## src/sv/lppd_pkg.sv

```systemverilog
package lppd_pkg;

   localparam int SENSOR_COUNT = 11;
   localparam int CENTER_COUNT = SENSOR_COUNT - 2;
   localparam int MID_SENSOR = (SENSOR_COUNT - 1) / 2;

   localparam int LEVEL_W = 10;
   localparam int ERR_W = 5;
   localparam int GAIN_W = 16;
   localparam int COUNT_W = 10;
   localparam int INTEG_W = 16;
   localparam int MEDIUM_W = 8;
   localparam int RECOVERY_W = 7;
   localparam int DUTY_W = 8;
   localparam int DRIVE_W = 2;
   localparam int SIDE_W = 2;

   localparam int CSR_INDEX_W = 3;
   localparam int CSR_DATA_W = 16;

   localparam logic [CSR_INDEX_W-1:0] CSR_INVERT_LINE       = 3'd0;
   localparam logic [CSR_INDEX_W-1:0] CSR_CORNER_THRESHOLD  = 3'd1;
   localparam logic [CSR_INDEX_W-1:0] CSR_MEDIUM_SPEED      = 3'd2;
   localparam logic [CSR_INDEX_W-1:0] CSR_RECOVERY_SPEED    = 3'd3;
   localparam logic [CSR_INDEX_W-1:0] CSR_GAIN_P            = 3'd4;
   localparam logic [CSR_INDEX_W-1:0] CSR_GAIN_I            = 3'd5;
   localparam logic [CSR_INDEX_W-1:0] CSR_GAIN_D            = 3'd6;
   localparam logic [CSR_INDEX_W-1:0] CSR_INTEGRAL_INTERVAL = 3'd7;

   localparam logic [DRIVE_W-1:0] DRIVE_BRAKE   = 2'd0;
   localparam logic [DRIVE_W-1:0] DRIVE_FORWARD = 2'd1;
   localparam logic [DRIVE_W-1:0] DRIVE_REVERSE = 2'd2;

   localparam logic [SIDE_W-1:0] SIDE_CENTER = 2'd0;
   localparam logic [SIDE_W-1:0] SIDE_RIGHT  = 2'd1;
   localparam logic [SIDE_W-1:0] SIDE_LEFT   = 2'd2;

   localparam logic signed [ERR_W-1:0] CENTER_ERR_LO = -5'sd4;
   localparam logic signed [ERR_W-1:0] CENTER_ERR_HI = 5'sd4;

   localparam int QUEUE_DEPTH = 2;
   localparam int QUEUE_PTR_W = $clog2(QUEUE_DEPTH);
   localparam int QUEUE_CNT_W = $clog2(QUEUE_DEPTH + 1);

   typedef struct packed {
      logic                         invert_line;
      logic [LEVEL_W-1:0]           corner_threshold;
      logic signed [MEDIUM_W-1:0]   medium_speed;
      logic [RECOVERY_W-1:0]        recovery_speed;
      logic [GAIN_W-1:0]            gain_p;
      logic [GAIN_W-1:0]            gain_i;
      logic [GAIN_W-1:0]            gain_d;
      logic [COUNT_W-1:0]           integral_interval;
   } cfg_type;

   localparam cfg_type CFG_RESET = '{
      invert_line:       1'b0,
      corner_threshold:  10'd200,
      medium_speed:      8'sd50,
      recovery_speed:    7'd100,
      gain_p:            16'd160,
      gain_i:            16'd0,
      gain_d:            16'd0,
      integral_interval: 10'd350
   };

   typedef struct packed {
      logic                      on_line;
      logic signed [ERR_W-1:0]   err;
   } sample_type;

endpackage

```

## src/sv/lppd_if.sv

```systemverilog
interface lppd_req_if import lppd_pkg::*; ();
   logic                     valid;
   logic                     ready;
   logic [CENTER_COUNT-1:0]  center_levels;
   logic [LEVEL_W-1:0]       left_corner_level;
   logic [LEVEL_W-1:0]       right_corner_level;

   modport source (output valid, center_levels, left_corner_level, right_corner_level,
                   input ready);
   modport sink (input valid, center_levels, left_corner_level, right_corner_level,
                 output ready);
endinterface

interface lppd_rsp_if import lppd_pkg::*; ();
   logic                      valid;
   logic                      ready;
   logic [DUTY_W-1:0]         left_duty;
   logic [DRIVE_W-1:0]        left_drive;
   logic [DUTY_W-1:0]         right_duty;
   logic [DRIVE_W-1:0]        right_drive;
   logic signed [ERR_W-1:0]   position_error;
   logic                      off_line;

   modport source (output valid, left_duty, left_drive, right_duty, right_drive,
                   position_error, off_line, input ready);
   modport sink (input valid, left_duty, left_drive, right_duty, right_drive,
                 position_error, off_line, output ready);
endinterface

```

## src/sv/lppd_front.sv

```systemverilog
module lppd_front import lppd_pkg::*; (
   lppd_req_if.sink     req,
   input  cfg_type      cfg,
   input  logic         queue_full,
   output logic         push,
   output sample_type   sample
);

   logic [SENSOR_COUNT-1:0] seen;
   logic                    left_high;
   logic                    right_high;

   assign req.ready = !queue_full;
   assign push = req.valid && !queue_full;

   assign left_high = req.left_corner_level > cfg.corner_threshold;
   assign right_high = req.right_corner_level > cfg.corner_threshold;

   // normalize every sensor to "sees the line"
   always_comb begin
      seen[0] = left_high ^ !cfg.invert_line;
      seen[SENSOR_COUNT-1] = right_high ^ !cfg.invert_line;
      for (int k = 1; k < SENSOR_COUNT - 1; k++) begin
         seen[k] = req.center_levels[k-1] ^ !cfg.invert_line;
      end
   end

   // priority chain, later matches win
   always_comb begin
      int e;
      e = 0;
      for (int k = 1; k <= MID_SENSOR; k++) begin
         if (seen[MID_SENSOR-k]) e = -2 * k;
      end
      for (int k = 1; k < MID_SENSOR; k++) begin
         if (seen[MID_SENSOR-k] && seen[MID_SENSOR-k-1]) e = -(2 * k + 1);
      end
      for (int k = 1; MID_SENSOR + k <= SENSOR_COUNT - 1; k++) begin
         if (seen[MID_SENSOR+k]) e = 2 * k;
      end
      for (int k = 1; MID_SENSOR + k + 1 <= SENSOR_COUNT - 1; k++) begin
         if (seen[MID_SENSOR+k] && seen[MID_SENSOR+k+1]) e = 2 * k + 1;
      end
      if (seen[MID_SENSOR]) e = 0;
      if (seen[MID_SENSOR] && seen[MID_SENSOR-1]) e = -1;
      if (seen[MID_SENSOR] && seen[MID_SENSOR+1]) e = 1;
      sample.err = ERR_W'(e);
      sample.on_line = |seen;
   end

endmodule

```

## src/sv/lppd_queue.sv

```systemverilog
module lppd_queue import lppd_pkg::*; (
   input  logic         clock,
   input  logic         reset,
   input  logic         push,
   input  sample_type   push_data,
   output logic         full,
   input  logic         pop,
   output logic         head_valid,
   output sample_type   head
);

   sample_type               mem_ff [QUEUE_DEPTH];
   logic [QUEUE_PTR_W-1:0]   wr_ptr_ff;
   logic [QUEUE_PTR_W-1:0]   wr_ptr_in;
   logic [QUEUE_PTR_W-1:0]   rd_ptr_ff;
   logic [QUEUE_PTR_W-1:0]   rd_ptr_in;
   logic [QUEUE_CNT_W-1:0]   count_ff;
   logic [QUEUE_CNT_W-1:0]   count_in;
   logic                     do_pop;

   assign full = count_ff == QUEUE_CNT_W'(QUEUE_DEPTH);
   assign head_valid = count_ff != '0;
   assign head = mem_ff[rd_ptr_ff];
   assign do_pop = pop && head_valid;

   always_comb begin
      wr_ptr_in = wr_ptr_ff;
      rd_ptr_in = rd_ptr_ff;
      count_in = count_ff;
      if (push) begin
         wr_ptr_in = (wr_ptr_ff == QUEUE_PTR_W'(QUEUE_DEPTH - 1)) ? '0 : wr_ptr_ff + 1'b1;
      end
      if (do_pop) begin
         rd_ptr_in = (rd_ptr_ff == QUEUE_PTR_W'(QUEUE_DEPTH - 1)) ? '0 : rd_ptr_ff + 1'b1;
      end
      if (push && !do_pop) count_in = count_ff + 1'b1;
      else if (do_pop && !push) count_in = count_ff - 1'b1;
   end

   always_ff @(posedge clock) begin
      if (reset) begin
         wr_ptr_ff <= '0;
         rd_ptr_ff <= '0;
         count_ff <= '0;
      end else begin
         wr_ptr_ff <= wr_ptr_in;
         rd_ptr_ff <= rd_ptr_in;
         count_ff <= count_in;
      end
   end

   always_ff @(posedge clock) begin
      if (push) begin
         mem_ff[wr_ptr_ff] <= push_data;
      end
   end

endmodule

```

## src/sv/lppd_back.sv

```systemverilog
module lppd_back import lppd_pkg::*; (
   input  logic         clock,
   input  logic         reset,
   input  cfg_type      cfg,
   input  logic         head_valid,
   input  sample_type   head,
   output logic         pop,
   lppd_rsp_if.source   rsp
);

   localparam int DIFF_W = ERR_W + 1;
   localparam int SPEED_W = 9;
   localparam int T_W = SPEED_W + 1;
   localparam int MAG_W = SPEED_W;
   localparam int PROD_P_W = GAIN_W + 1 + ERR_W;
   localparam int PROD_I_W = GAIN_W + 1 + INTEG_W;
   localparam int PROD_D_W = GAIN_W + 1 + DIFF_W;
   localparam int ACC_W = PROD_I_W + 2;
   localparam int PID_W = ACC_W - 4;
   localparam int SUM_W = PID_W + 1;
   localparam int SPEED_LIMIT = 200;
   localparam int SPEED_OFFSET = 100;
   localparam int ROUND_BIAS = 15;
   // 51/20 as a fixed-point reciprocal, exact for magnitudes up to 300
   localparam int RECIP_MUL = 167127;
   localparam int RECIP_SHIFT = 16;
   localparam int RECIP_W = 27;
   localparam int Q_W = 10;
   localparam int M_W = Q_W + 1;
   localparam int DUTY_MAX = 255;
   localparam logic signed [INTEG_W:0] INTEG_HI = (INTEG_W + 1)'((1 << (INTEG_W - 1)) - 1);
   localparam logic signed [INTEG_W:0] INTEG_LO = -(INTEG_W + 1)'(1 << (INTEG_W - 1));

   typedef struct packed {
      logic                        on_line;
      logic signed [ERR_W-1:0]     err;
      logic signed [SPEED_W-1:0]   off_l;
      logic signed [SPEED_W-1:0]   off_r;
   } carry_type;

   typedef struct packed {
      logic [DUTY_W-1:0]    duty;
      logic [DRIVE_W-1:0]   mode;
   } wheel_type;

   function automatic logic signed [SPEED_W-1:0] clamp_speed(
      input logic signed [SUM_W-1:0] s
   );
      logic signed [SPEED_W-1:0] r;
      if (s > SUM_W'(SPEED_LIMIT)) r = SPEED_W'(SPEED_LIMIT);
      else if (s < -SUM_W'(SPEED_LIMIT)) r = -SPEED_W'(SPEED_LIMIT);
      else r = SPEED_W'(s);
      return r;
   endfunction

   function automatic wheel_type map_wheel(input logic [Q_W-1:0] q, input logic neg);
      logic signed [M_W-1:0] m;
      logic signed [M_W-1:0] mag;
      wheel_type w;
      m = (neg ? -M_W'(q) : M_W'(q)) - M_W'(DUTY_MAX);
      mag = (m < 0) ? -m : m;
      if (m == 0) begin
         w.duty = DUTY_W'(DUTY_MAX);
         w.mode = DRIVE_BRAKE;
      end else begin
         w.duty = (mag > M_W'(DUTY_MAX)) ? DUTY_W'(DUTY_MAX) : DUTY_W'(mag);
         w.mode = (m > 0) ? DRIVE_FORWARD : DRIVE_REVERSE;
      end
      return w;
   endfunction

   // pid state
   logic [SIDE_W-1:0]          side_ff, side_in;
   logic [COUNT_W-1:0]         count_ff, count_in;
   logic signed [ERR_W-1:0]    last_ff, last_in;
   logic signed [INTEG_W-1:0]  integ_ff, integ_in;

   logic                       advance;
   logic [COUNT_W:0]           count_next;
   logic signed [INTEG_W:0]    integ_sum;
   logic signed [INTEG_W-1:0]  integ_sat;
   carry_type                  carry_in;

   // stage registers
   logic                       s1_valid_ff, s2_valid_ff, s3_valid_ff, s4_valid_ff;
   logic                       s5_valid_ff, s6_valid_ff, s7_valid_ff;
   carry_type                  s1_carry_ff, s2_carry_ff, s3_carry_ff, s4_carry_ff;
   logic                       s5_on_ff, s6_on_ff;
   logic signed [ERR_W-1:0]    s5_err_ff, s6_err_ff;
   logic signed [INTEG_W-1:0]  s1_integ_ff;
   logic signed [DIFF_W-1:0]   s1_diff_ff;
   logic signed [PROD_P_W-1:0] s2_prod_p_ff;
   logic signed [PROD_I_W-1:0] s2_prod_i_ff;
   logic signed [PROD_D_W-1:0] s2_prod_d_ff;
   logic signed [ACC_W-1:0]    s3_acc_ff;
   logic signed [PID_W-1:0]    s4_pid_ff;
   logic signed [T_W-1:0]      s5_t_l_ff, s5_t_r_ff;
   logic [Q_W-1:0]             s6_q_l_ff, s6_q_r_ff;
   logic                       s6_neg_l_ff, s6_neg_r_ff;
   wheel_type                  s7_left_ff, s7_right_ff;
   logic signed [ERR_W-1:0]    s7_err_ff;
   logic                       s7_off_ff;

   logic signed [ACC_W-1:0]    acc_adj;
   logic signed [SUM_W-1:0]    sum_l, sum_r;
   logic signed [SPEED_W-1:0]  speed_l, speed_r;
   logic [MAG_W-1:0]           mag_l, mag_r;
   logic [RECIP_W-1:0]         recip_l, recip_r;

   // whole back pipeline stalls together on a held result
   assign advance = !s7_valid_ff || rsp.ready;
   assign pop = advance && head_valid;

   // stage one: pid state update, in item order
   always_comb begin
      side_in = side_ff;
      count_in = count_ff;
      last_in = last_ff;
      integ_in = integ_ff;
      count_next = {1'b0, count_ff} + 1'b1;
      integ_sum = (INTEG_W + 1)'(integ_ff) + (INTEG_W + 1)'(head.err);
      if (integ_sum > INTEG_HI) begin
         integ_sat = INTEG_W'(INTEG_HI);
      end else if (integ_sum < INTEG_LO) begin
         integ_sat = INTEG_W'(INTEG_LO);
      end else begin
         integ_sat = INTEG_W'(integ_sum);
      end
      if (pop && head.on_line) begin
         if (head.err >= CENTER_ERR_LO && head.err <= CENTER_ERR_HI) side_in = SIDE_CENTER;
         else if (head.err > CENTER_ERR_HI) side_in = SIDE_LEFT;
         else side_in = SIDE_RIGHT;
         if (count_next > {1'b0, cfg.integral_interval}) begin
            count_in = '0;
            last_in = head.err;
            integ_in = integ_sat;
         end else begin
            count_in = count_next[COUNT_W-1:0];
         end
         if (head.err == '0) integ_in = '0;
      end
   end

   // off-line speeds from the side remembered before this item
   always_comb begin
      carry_in.on_line = head.on_line;
      carry_in.err = head.err;
      unique case (side_ff)
         SIDE_CENTER: begin
            carry_in.off_l = SPEED_W'(cfg.medium_speed);
            carry_in.off_r = SPEED_W'(cfg.medium_speed);
         end
         SIDE_LEFT: begin
            carry_in.off_l = SPEED_W'(cfg.recovery_speed);
            carry_in.off_r = -SPEED_W'(cfg.recovery_speed);
         end
         SIDE_RIGHT: begin
            carry_in.off_l = -SPEED_W'(cfg.recovery_speed);
            carry_in.off_r = SPEED_W'(cfg.recovery_speed);
         end
         default: begin
            carry_in.off_l = '0;
            carry_in.off_r = '0;
         end
      endcase
   end

   always_comb begin
      acc_adj = s3_acc_ff + (s3_acc_ff[ACC_W-1] ? ACC_W'(ROUND_BIAS) : ACC_W'(0));
      sum_l = SUM_W'(cfg.medium_speed) + SUM_W'(s4_pid_ff);
      sum_r = SUM_W'(cfg.medium_speed) - SUM_W'(s4_pid_ff);
      speed_l = s4_carry_ff.on_line ? clamp_speed(sum_l) : s4_carry_ff.off_l;
      speed_r = s4_carry_ff.on_line ? clamp_speed(sum_r) : s4_carry_ff.off_r;
      mag_l = MAG_W'(s5_t_l_ff[T_W-1] ? -s5_t_l_ff : s5_t_l_ff);
      mag_r = MAG_W'(s5_t_r_ff[T_W-1] ? -s5_t_r_ff : s5_t_r_ff);
      recip_l = RECIP_W'(mag_l) * RECIP_W'(RECIP_MUL);
      recip_r = RECIP_W'(mag_r) * RECIP_W'(RECIP_MUL);
   end

   always_ff @(posedge clock) begin
      if (reset) begin
         side_ff <= SIDE_CENTER;
         count_ff <= '0;
         last_ff <= '0;
         integ_ff <= '0;
         s1_valid_ff <= 1'b0;
         s2_valid_ff <= 1'b0;
         s3_valid_ff <= 1'b0;
         s4_valid_ff <= 1'b0;
         s5_valid_ff <= 1'b0;
         s6_valid_ff <= 1'b0;
         s7_valid_ff <= 1'b0;
      end else begin
         side_ff <= side_in;
         count_ff <= count_in;
         last_ff <= last_in;
         integ_ff <= integ_in;
         if (advance) begin
            s1_valid_ff <= head_valid;
            s2_valid_ff <= s1_valid_ff;
            s3_valid_ff <= s2_valid_ff;
            s4_valid_ff <= s3_valid_ff;
            s5_valid_ff <= s4_valid_ff;
            s6_valid_ff <= s5_valid_ff;
            s7_valid_ff <= s6_valid_ff;
         end
      end
   end

   always_ff @(posedge clock) begin
      if (advance) begin
         s1_carry_ff <= carry_in;
         s1_integ_ff <= integ_ff;
         s1_diff_ff <= DIFF_W'(head.err) - DIFF_W'(last_ff);

         s2_carry_ff <= s1_carry_ff;
         s2_prod_p_ff <= PROD_P_W'($signed({1'b0, cfg.gain_p})) * PROD_P_W'(s1_carry_ff.err);
         s2_prod_i_ff <= PROD_I_W'($signed({1'b0, cfg.gain_i})) * PROD_I_W'(s1_integ_ff);
         s2_prod_d_ff <= PROD_D_W'($signed({1'b0, cfg.gain_d})) * PROD_D_W'(s1_diff_ff);

         s3_carry_ff <= s2_carry_ff;
         s3_acc_ff <= ACC_W'(s2_prod_p_ff) + ACC_W'(s2_prod_i_ff) + ACC_W'(s2_prod_d_ff);

         // divide by 16 rounding toward zero
         s4_carry_ff <= s3_carry_ff;
         s4_pid_ff <= PID_W'(acc_adj >>> 4);

         s5_on_ff <= s4_carry_ff.on_line;
         s5_err_ff <= s4_carry_ff.err;
         s5_t_l_ff <= T_W'(speed_l) + T_W'(SPEED_OFFSET);
         s5_t_r_ff <= T_W'(speed_r) + T_W'(SPEED_OFFSET);

         s6_on_ff <= s5_on_ff;
         s6_err_ff <= s5_err_ff;
         s6_q_l_ff <= Q_W'(recip_l >> RECIP_SHIFT);
         s6_q_r_ff <= Q_W'(recip_r >> RECIP_SHIFT);
         s6_neg_l_ff <= s5_t_l_ff[T_W-1];
         s6_neg_r_ff <= s5_t_r_ff[T_W-1];

         s7_left_ff <= map_wheel(s6_q_l_ff, s6_neg_l_ff);
         s7_right_ff <= map_wheel(s6_q_r_ff, s6_neg_r_ff);
         s7_err_ff <= s6_err_ff;
         s7_off_ff <= !s6_on_ff;
      end
   end

   assign rsp.valid = s7_valid_ff;
   assign rsp.left_duty = s7_left_ff.duty;
   assign rsp.left_drive = s7_left_ff.mode;
   assign rsp.right_duty = s7_right_ff.duty;
   assign rsp.right_drive = s7_right_ff.mode;
   assign rsp.position_error = s7_err_ff;
   assign rsp.off_line = s7_off_ff;

endmodule

```

## src/sv/line_position_pid_drive.sv

```systemverilog
// channel   dir   carries
// req_ch    in    center_levels, left_corner_level, right_corner_level
// rsp_ch    out   left/right duty and drive, position_error, off_line
// csr_*     in    write enable, 3-bit register index, 16-bit write data
//
// one item per clock sustained while rsp_ch is not held; a result shows on rsp_ch once its
// item is taken and has passed one queue entry, then the seven-stage back pipeline: state,
// multiply, sum, scale, speed, reciprocal multiply, drive map
// the pid state is read and written in the first back stage, so items follow back to back
// reset clears registers to their defaults, the pid state and every valid bit
// a held rsp_ch freezes the back pipeline; the two-entry queue takes req_ch items until full
module line_position_pid_drive import lppd_pkg::*; (
   input  logic                     clock,
   input  logic                     reset,
   lppd_req_if.sink                 req_ch,
   lppd_rsp_if.source               rsp_ch,
   input  logic                     csr_write_enable,
   input  logic [CSR_INDEX_W-1:0]   csr_index,
   input  logic [CSR_DATA_W-1:0]    csr_write_data
);

   cfg_type      cfg_ff;
   cfg_type      cfg_in;
   logic         queue_full;
   logic         push;
   sample_type   push_data;
   logic         pop;
   logic         head_valid;
   sample_type   head;

   always_comb begin
      cfg_in = cfg_ff;
      if (csr_write_enable) begin
         unique case (csr_index)
            CSR_INVERT_LINE:       cfg_in.invert_line = csr_write_data[0];
            CSR_CORNER_THRESHOLD:  cfg_in.corner_threshold = csr_write_data[LEVEL_W-1:0];
            CSR_MEDIUM_SPEED:      cfg_in.medium_speed = csr_write_data[MEDIUM_W-1:0];
            CSR_RECOVERY_SPEED:    cfg_in.recovery_speed = csr_write_data[RECOVERY_W-1:0];
            CSR_GAIN_P:            cfg_in.gain_p = csr_write_data[GAIN_W-1:0];
            CSR_GAIN_I:            cfg_in.gain_i = csr_write_data[GAIN_W-1:0];
            CSR_GAIN_D:            cfg_in.gain_d = csr_write_data[GAIN_W-1:0];
            CSR_INTEGRAL_INTERVAL: cfg_in.integral_interval = csr_write_data[COUNT_W-1:0];
            default:               cfg_in = cfg_ff;
         endcase
      end
   end

   always_ff @(posedge clock) begin
      if (reset) begin
         cfg_ff <= CFG_RESET;
      end else begin
         cfg_ff <= cfg_in;
      end
   end

   lppd_front u_front (
      .req        (req_ch),
      .cfg        (cfg_ff),
      .queue_full (queue_full),
      .push       (push),
      .sample     (push_data)
   );

   lppd_queue u_queue (
      .clock      (clock),
      .reset      (reset),
      .push       (push),
      .push_data  (push_data),
      .full       (queue_full),
      .pop        (pop),
      .head_valid (head_valid),
      .head       (head)
   );

   lppd_back u_back (
      .clock      (clock),
      .reset      (reset),
      .cfg        (cfg_ff),
      .head_valid (head_valid),
      .head       (head),
      .pop        (pop),
      .rsp        (rsp_ch)
   );

endmodule

```

## src/flat_wrapper.sv

```systemverilog
// flat-port wrapper written by rule: the top's interface ports become plain ports
module line_position_pid_drive_flat import lppd_pkg::*;
  (clock, reset, csr_write_enable, csr_index, csr_write_data, req_ch_valid, req_ch_center_levels, req_ch_left_corner_level, req_ch_right_corner_level, req_ch_ready, rsp_ch_valid, rsp_ch_left_duty, rsp_ch_left_drive, rsp_ch_right_duty, rsp_ch_right_drive, rsp_ch_position_error, rsp_ch_off_line, rsp_ch_ready);
  lppd_req_if req_ch_i ();
  lppd_rsp_if rsp_ch_i ();
  input  logic clock;
  input  logic reset;
  input  logic csr_write_enable;
  input  logic [CSR_INDEX_W-1:0] csr_index;
  input  logic [CSR_DATA_W-1:0] csr_write_data;
  input wire logic [$bits(req_ch_i.valid)-1:0] req_ch_valid;
  input wire logic [$bits(req_ch_i.center_levels)-1:0] req_ch_center_levels;
  input wire logic [$bits(req_ch_i.left_corner_level)-1:0] req_ch_left_corner_level;
  input wire logic [$bits(req_ch_i.right_corner_level)-1:0] req_ch_right_corner_level;
  output wire logic [$bits(req_ch_i.ready)-1:0] req_ch_ready;
  output wire logic [$bits(rsp_ch_i.valid)-1:0] rsp_ch_valid;
  output wire logic [$bits(rsp_ch_i.left_duty)-1:0] rsp_ch_left_duty;
  output wire logic [$bits(rsp_ch_i.left_drive)-1:0] rsp_ch_left_drive;
  output wire logic [$bits(rsp_ch_i.right_duty)-1:0] rsp_ch_right_duty;
  output wire logic [$bits(rsp_ch_i.right_drive)-1:0] rsp_ch_right_drive;
  output wire logic [$bits(rsp_ch_i.position_error)-1:0] rsp_ch_position_error;
  output wire logic [$bits(rsp_ch_i.off_line)-1:0] rsp_ch_off_line;
  input wire logic [$bits(rsp_ch_i.ready)-1:0] rsp_ch_ready;
  assign req_ch_i.valid = req_ch_valid;
  assign req_ch_i.center_levels = req_ch_center_levels;
  assign req_ch_i.left_corner_level = req_ch_left_corner_level;
  assign req_ch_i.right_corner_level = req_ch_right_corner_level;
  assign req_ch_ready = req_ch_i.ready;
  assign rsp_ch_valid = rsp_ch_i.valid;
  assign rsp_ch_left_duty = rsp_ch_i.left_duty;
  assign rsp_ch_left_drive = rsp_ch_i.left_drive;
  assign rsp_ch_right_duty = rsp_ch_i.right_duty;
  assign rsp_ch_right_drive = rsp_ch_i.right_drive;
  assign rsp_ch_position_error = rsp_ch_i.position_error;
  assign rsp_ch_off_line = rsp_ch_i.off_line;
  assign rsp_ch_i.ready = rsp_ch_ready;
  line_position_pid_drive u_core (.clock(clock), .reset(reset), .req_ch(req_ch_i), .rsp_ch(rsp_ch_i), .csr_write_enable(csr_write_enable), .csr_index(csr_index), .csr_write_data(csr_write_data));
endmodule
```

## config.mk

```make
export PLATFORM = sky130hd
export DESIGN_NAME = line_position_pid_drive_flat
export DESIGN_NICKNAME = d
export VERILOG_FILES = /design/src/sv/lppd_pkg.sv /design/src/sv/lppd_if.sv /design/src/sv/lppd_front.sv /design/src/sv/lppd_queue.sv /design/src/sv/lppd_back.sv /design/src/sv/line_position_pid_drive.sv /design/src/flat_wrapper.sv
export SDC_FILE = /design/constraint.sdc
export NUM_CORES = 2
export LEC_CHECK = 0
export BUFFER_PORTS_ARGS = -buffer_cell sky130_fd_sc_hd__buf_2
export CAP_MARGIN = 30
export CORE_MARGIN = 3
export CORE_UTILIZATION = 50
export CTS_CLUSTER_SIZE = 24
export DETAILED_ROUTE_END_ITERATION = 8
export GPL_TIMING_DRIVEN = 1
export PLACE_DENSITY = 0.77
export SLEW_MARGIN = 20
export SYNTH_ARGS = -nofsm -noshare
export SYNTH_HDL_FRONTEND = slang
export SYNTH_HIERARCHICAL = 1
export SYNTH_SLANG_ARGS = --single-unit
export TNS_END_PERCENT = 50
```

## constraint.sdc

```tcl
create_clock -name clock -period 15.8 [get_ports clock]
set_input_delay 3.16 -clock clock [delete_from_list [all_inputs] [get_ports clock]]
set_output_delay 3.16 -clock clock [all_outputs]
set_load 0.02 [all_outputs]
```

==> metrics list <==
- Run status: finished, final reports clean
- In this run the vertical extent of the chip is between 300 and 400 um.
* Worst relative slew slack: 0.353
- Startpoint of the tightest hold check path: u_core/u_back/s2_carry_ff[11]
- In the final layout, the share of cells above drive strength 1 is 0.0580.
* Endpoint kind of the worst setup timing path: flop
- The region available for standard cell placement spans between 90000 and 100000 um^2.
* Area taken by flip-flops and latches: around 13000 um^2
- Pin count of the biggest net entering global routing: around 100
- The H-tree was split into 2 levels.
* Critical path arrival: about 7300 ps
- Final std cells w/o fill: about 6000
- Max-cap viol count: 0
- CTS tree: done
- Transition time at the pin with the least slew margin: 968 ps
- The die covers between 90000 and 100000 um^2.
* Count of warnings emitted by yosys: 6
- Area fraction of the dominant cell type after synthesis: 0.223
- Synthesis produced a netlist with a net count of 5803.
- Drt total wl: 104000 um
- Area grow syn2layout: 7.05%
* Max IR drop VDD: about 0.37 mV
- Most frequent cell on the critical path: sky130_fd_sc_hd__fa_1
* Net count, final: between 5000 and 6000
* Cell breakdown of the critical path: nand2_1 > fa_1 > inv_1 > fa_1 > fa_1 > fa_1 > fa_1 > inv_1 > fa_1 > inv_1 > ha_1 > a21o_1 > a21o_1 > a21o_1 > nor3_1 > a211oi_1 > o41ai_1 > a21oi_1 > o21ai_0 > nand2_1 > xor2_1
* Quantity of gates resized following cts: 0
- After detailed routing, the average wire length per cell comes to approximately 17 um.
* Leading post-synthesis cells by instance count: sky130_fd_sc_hd__inv_1 (704), sky130_fd_sc_hd__ha_1 (509), sky130_fd_sc_hd__nand2_1 (434), sky130_fd_sc_hd__fa_1 (414), sky130_fd_sc_hd__edfxtp_1 (350)
* Via count of the first global-routing pass: roughly 35000
* Post-DR vias/cell: 5.53
- On the critical path, the stage with the largest delay is an instance of sky130_fd_sc_hd__dfxtp_1.
- The max-slew violation total from the final report is 0.
- GRT Total Usage: 0.215
* Clock Tree Buf Depth: 3
* Total leakage power: 23.7 nW
- Area of the multi-input gates: roughly 31000 um^2
- In the final timing run, aggregate negative setup slack is 0 ps.
- The total overflow left after global routing is 0.
- Final hold vios: 0
- Along the worst path, the maximum fanout reaches 17.
* Netlist area before placement: between 40000 and 50000 um^2
- Once the clock tree was built, the setup fixing pass inserted 0 buffers.
- The tightest hold path in the finished design has a slack of 408 ps.
* Sequential cell area fraction in the yosys report: 0.278
- Post-synth EDFFs: 350
- Most frequent cell after synthesis: sky130_fd_sc_hd__inv_1
* Worst Path Buf+Inv: 3
* Cell type with the highest aggregate area in the netlist: sky130_fd_sc_hd__edfxtp_1
- The worst setup path is launched from a flop.
- In this run the count of I/O pins placed on the die edge is between 80 and 90.
- Total DRC errors in the routed layout: 0
- Via total after detailed routing: ~34000
- Register bit total from synthesis: approximately 480
- Slowest Stage Delay on Critical Path: between 700 and 800 ps
* Clock Skews: 27.6 ps
- # port buffers: 80
- Flip-flop cell with the highest count after synthesis: sky130_fd_sc_hd__edfxtp_1
- Fill cells: 8031
- Cells after synthesis: between 4000 and 5000
- In this run, the number of DRC markers left after iteration 0 of detailed routing was roughly 2200.
- End of the worst register-to-register path: u_core/u_back/s2_prod_i_ff[30]
- STA puts the critical path data required time at 16170 ps.
- 0 antenna diodes ended up in the layout.
* Final weighted congestion in routability-driven placement: between 0.8 and 0.9
* Power density normalized to cell area: approximately 230 nW/um^2
- Worst hold path cell count: 0
- Setup repair after global routing left no endpoint under its margin.
* FFs w/ async S/R, synth: 0
* DR pass1 iterations: 5
- Once detail routing completed, the nets flagged for antenna violations numbered 0.
- Class of the most critical hold timing path: flop to flop
- Subtracting the final worst setup slack from the clock period gives just under 7000 ps.
- Register clock-pin slew on the reported worst setup and hold paths: approximately 60 ps
- Detailed-placement wirelength estimate: between 80000 and 90000 um
- The first global-routing pass estimated about 170000 um of wire.
* Cts hold-fix bufs: 0
- Clock buffer count from CTS: between 50 and 60
* Length in cells of the worst reg-to-reg path: 21
* Clock network latency to the later pin of the worst-skew pair: roughly 630 ps
- Hold Path End: u_core/u_back/s3_carry_ff[11]
- Row count: between 100 and 150
- Initial core utilization: 0.509
- The initial antenna violation count is 0.
- The critical path is of the flop to flop type.
- Achievable Freq: around 0.14 GHz
* Gate family responsible for the most delay along the worst path: adder cells
* Final Setup Violations: 0
- Once placement completed, the tool counted placed cells totaling about 6000.
* Most area-consuming cells after synthesis: sky130_fd_sc_hd__edfxtp_1 (22%), sky130_fd_sc_hd__fa_1 (18%), sky130_fd_sc_hd__ha_1 (14%), sky130_fd_sc_hd__inv_1 (5.6%), sky130_fd_sc_hd__dfxtp_1 (5.5%)
- Final worst-path cycle share: 0.439
* Post-Syn Area per Cell: around 10 um^2
- Crit Reg-Reg Startpoint: u_core/cfg_ff[31]
- Reg-to-reg setup timing slack: approximately 8900 ps
- CTS saw between 400 and 500 sinks.
- Cell at the root of the clock tree: sky130_fd_sc_hd__clkbuf_16
- Measured along the x axis, the die boundary spans 313 um.
* Netlist cell types: around 120
worst max path at each step:
stage / start / endpoint / slack, ps / cells after the start
floorplan: rsp_ch_ready / u_core/u_back/integ_ff[11] / 2060 / 11
global placement: u_core/cfg_ff[31] / u_core/u_back/s2_prod_i_ff[30] / 8970 / 21
detailed placement: u_core/u_back/s1_integ_ff[6] / u_core/u_back/s2_prod_i_ff[30] / 8850 / 21
CTS: u_core/cfg_ff[31] / u_core/u_back/s2_prod_i_ff[30] / 8870 / 21
global route: u_core/cfg_ff[31] / u_core/u_back/s2_prod_i_ff[30] / 8440 / 21
finish: u_core/cfg_ff[31] / u_core/u_back/s2_prod_i_ff[30] / 8860 / 21
registers in the layout, summed over array words and instances, names as in the netlist, 6 cells and up, named ones only:
| register | cells |
|---|---|
| u_core/u_back/rsp.left_duty | 8 |
| u_core/u_back/s6_q_l_ff | 10 |
| u_core/u_back/s2_prod_i_ff | 33 |
| u_core/u_back/rsp.right_duty | 8 |
| u_core/u_back/s3_carry_ff | 23 |
| u_core/u_back/s1_diff_ff | 6 |
| u_core/u_back/s6_q_r_ff | 10 |
| u_core/u_back/s1_carry_ff | 23 |
| u_core/u_back/s3_acc_ff | 35 |
| u_core/u_back/s1_integ_ff | 16 |
| u_core/u_back/s4_carry_ff | 23 |
| u_core/cfg_ff | 84 |
| u_core/u_back/s2_prod_p_ff | 22 |
| u_core/u_back/s2_prod_d_ff | 23 |
| u_core/u_queue/mem_ff | 12 |
| u_core/u_back/s5_t_r_ff | 10 |
| u_core/u_back/s5_t_l_ff | 10 |
| u_core/u_back/integ_ff | 16 |
| u_core/u_back/s4_pid_ff | 31 |
| u_core/u_back/count_ff | 10 |
| u_core/u_back/s2_carry_ff | 23 |
cell families after synthesis:
| group | count (synthesis) | share of synthesized area |
|---|---|---|
| AOI/OAI and AO/OA | 750 | 0.109 |
| xor gates and xnor gates | 264 | 0.0491 |
| adders and majority gates | 923 | 0.311 |
| buffers and inverters | 855 | 0.0708 |
| DFF | 479 | 0.278 |
| muxes | 111 | 0.0241 |
| and+or+nand+nor | 1445 | 0.158 |
layout make-up:
type                       count  share of cell area
multi-input combinational   3493               0.608
sequential                   479               0.260
inverter                     711              0.0531
tap                         1243              0.0308
clock buffer                  61              0.0281
timing repair buffer         100              0.0121
clock inverter                38             0.00784
placed cells by master (no fill, tap or decap), drive strengths merged, types with 37 or more instances in the layout:
master / n
nor2: 237
xnor2: 190
o21bai: 37
nand2: 438
nor2b: 49
dfxtp: 129
o21ai: 135
xor2: 74
nand2b: 160
and3: 40
mux2i: 100
nor3: 85
and2: 180
clkbuf: 63
nand3: 80
edfxtp: 350
ha: 509
a21oi: 200
a21o: 65
buf: 96
inv: 716
fa: 414
through the flow:
step / power, mW / setup WS, ps / utilization / instance area, um^2
4_1_cts: 11.9 / 8870 / 0.544 / 50400
3_5_place_dp: 10.5 / 8850 / 0.525 / 48500
5_1_grt: 13.2 / 8440 / 0.545 / 50400
2_1_floorplan: 8.59 / 2060 / - / 47100
6_report: 11.8 / 8860 / 0.545 / 50400
3_3_place_gp: 10.2 / 8970 / 0.524 / 48500
routing by layer:
layer,GRT usage,routed length [um],share of wire,vias to the layer above
li1,-,-,-,16338
met1,0.279,44700,0.43,16461
met2,0.372,50600,0.49,893
met3,0.0292,5370,0.051,191
met4,0.0722,3670,0.035,0
met5,0,0,0,-
report_power, final:
group	internal [mW]	total [mW]	switching, mW
Combinational	3.55	8.20	4.64
Sequential	2.03	2.32	0.289
Clock	0.748	1.28	0.534
Note: power is estimated with default switching activity, not from simulation.
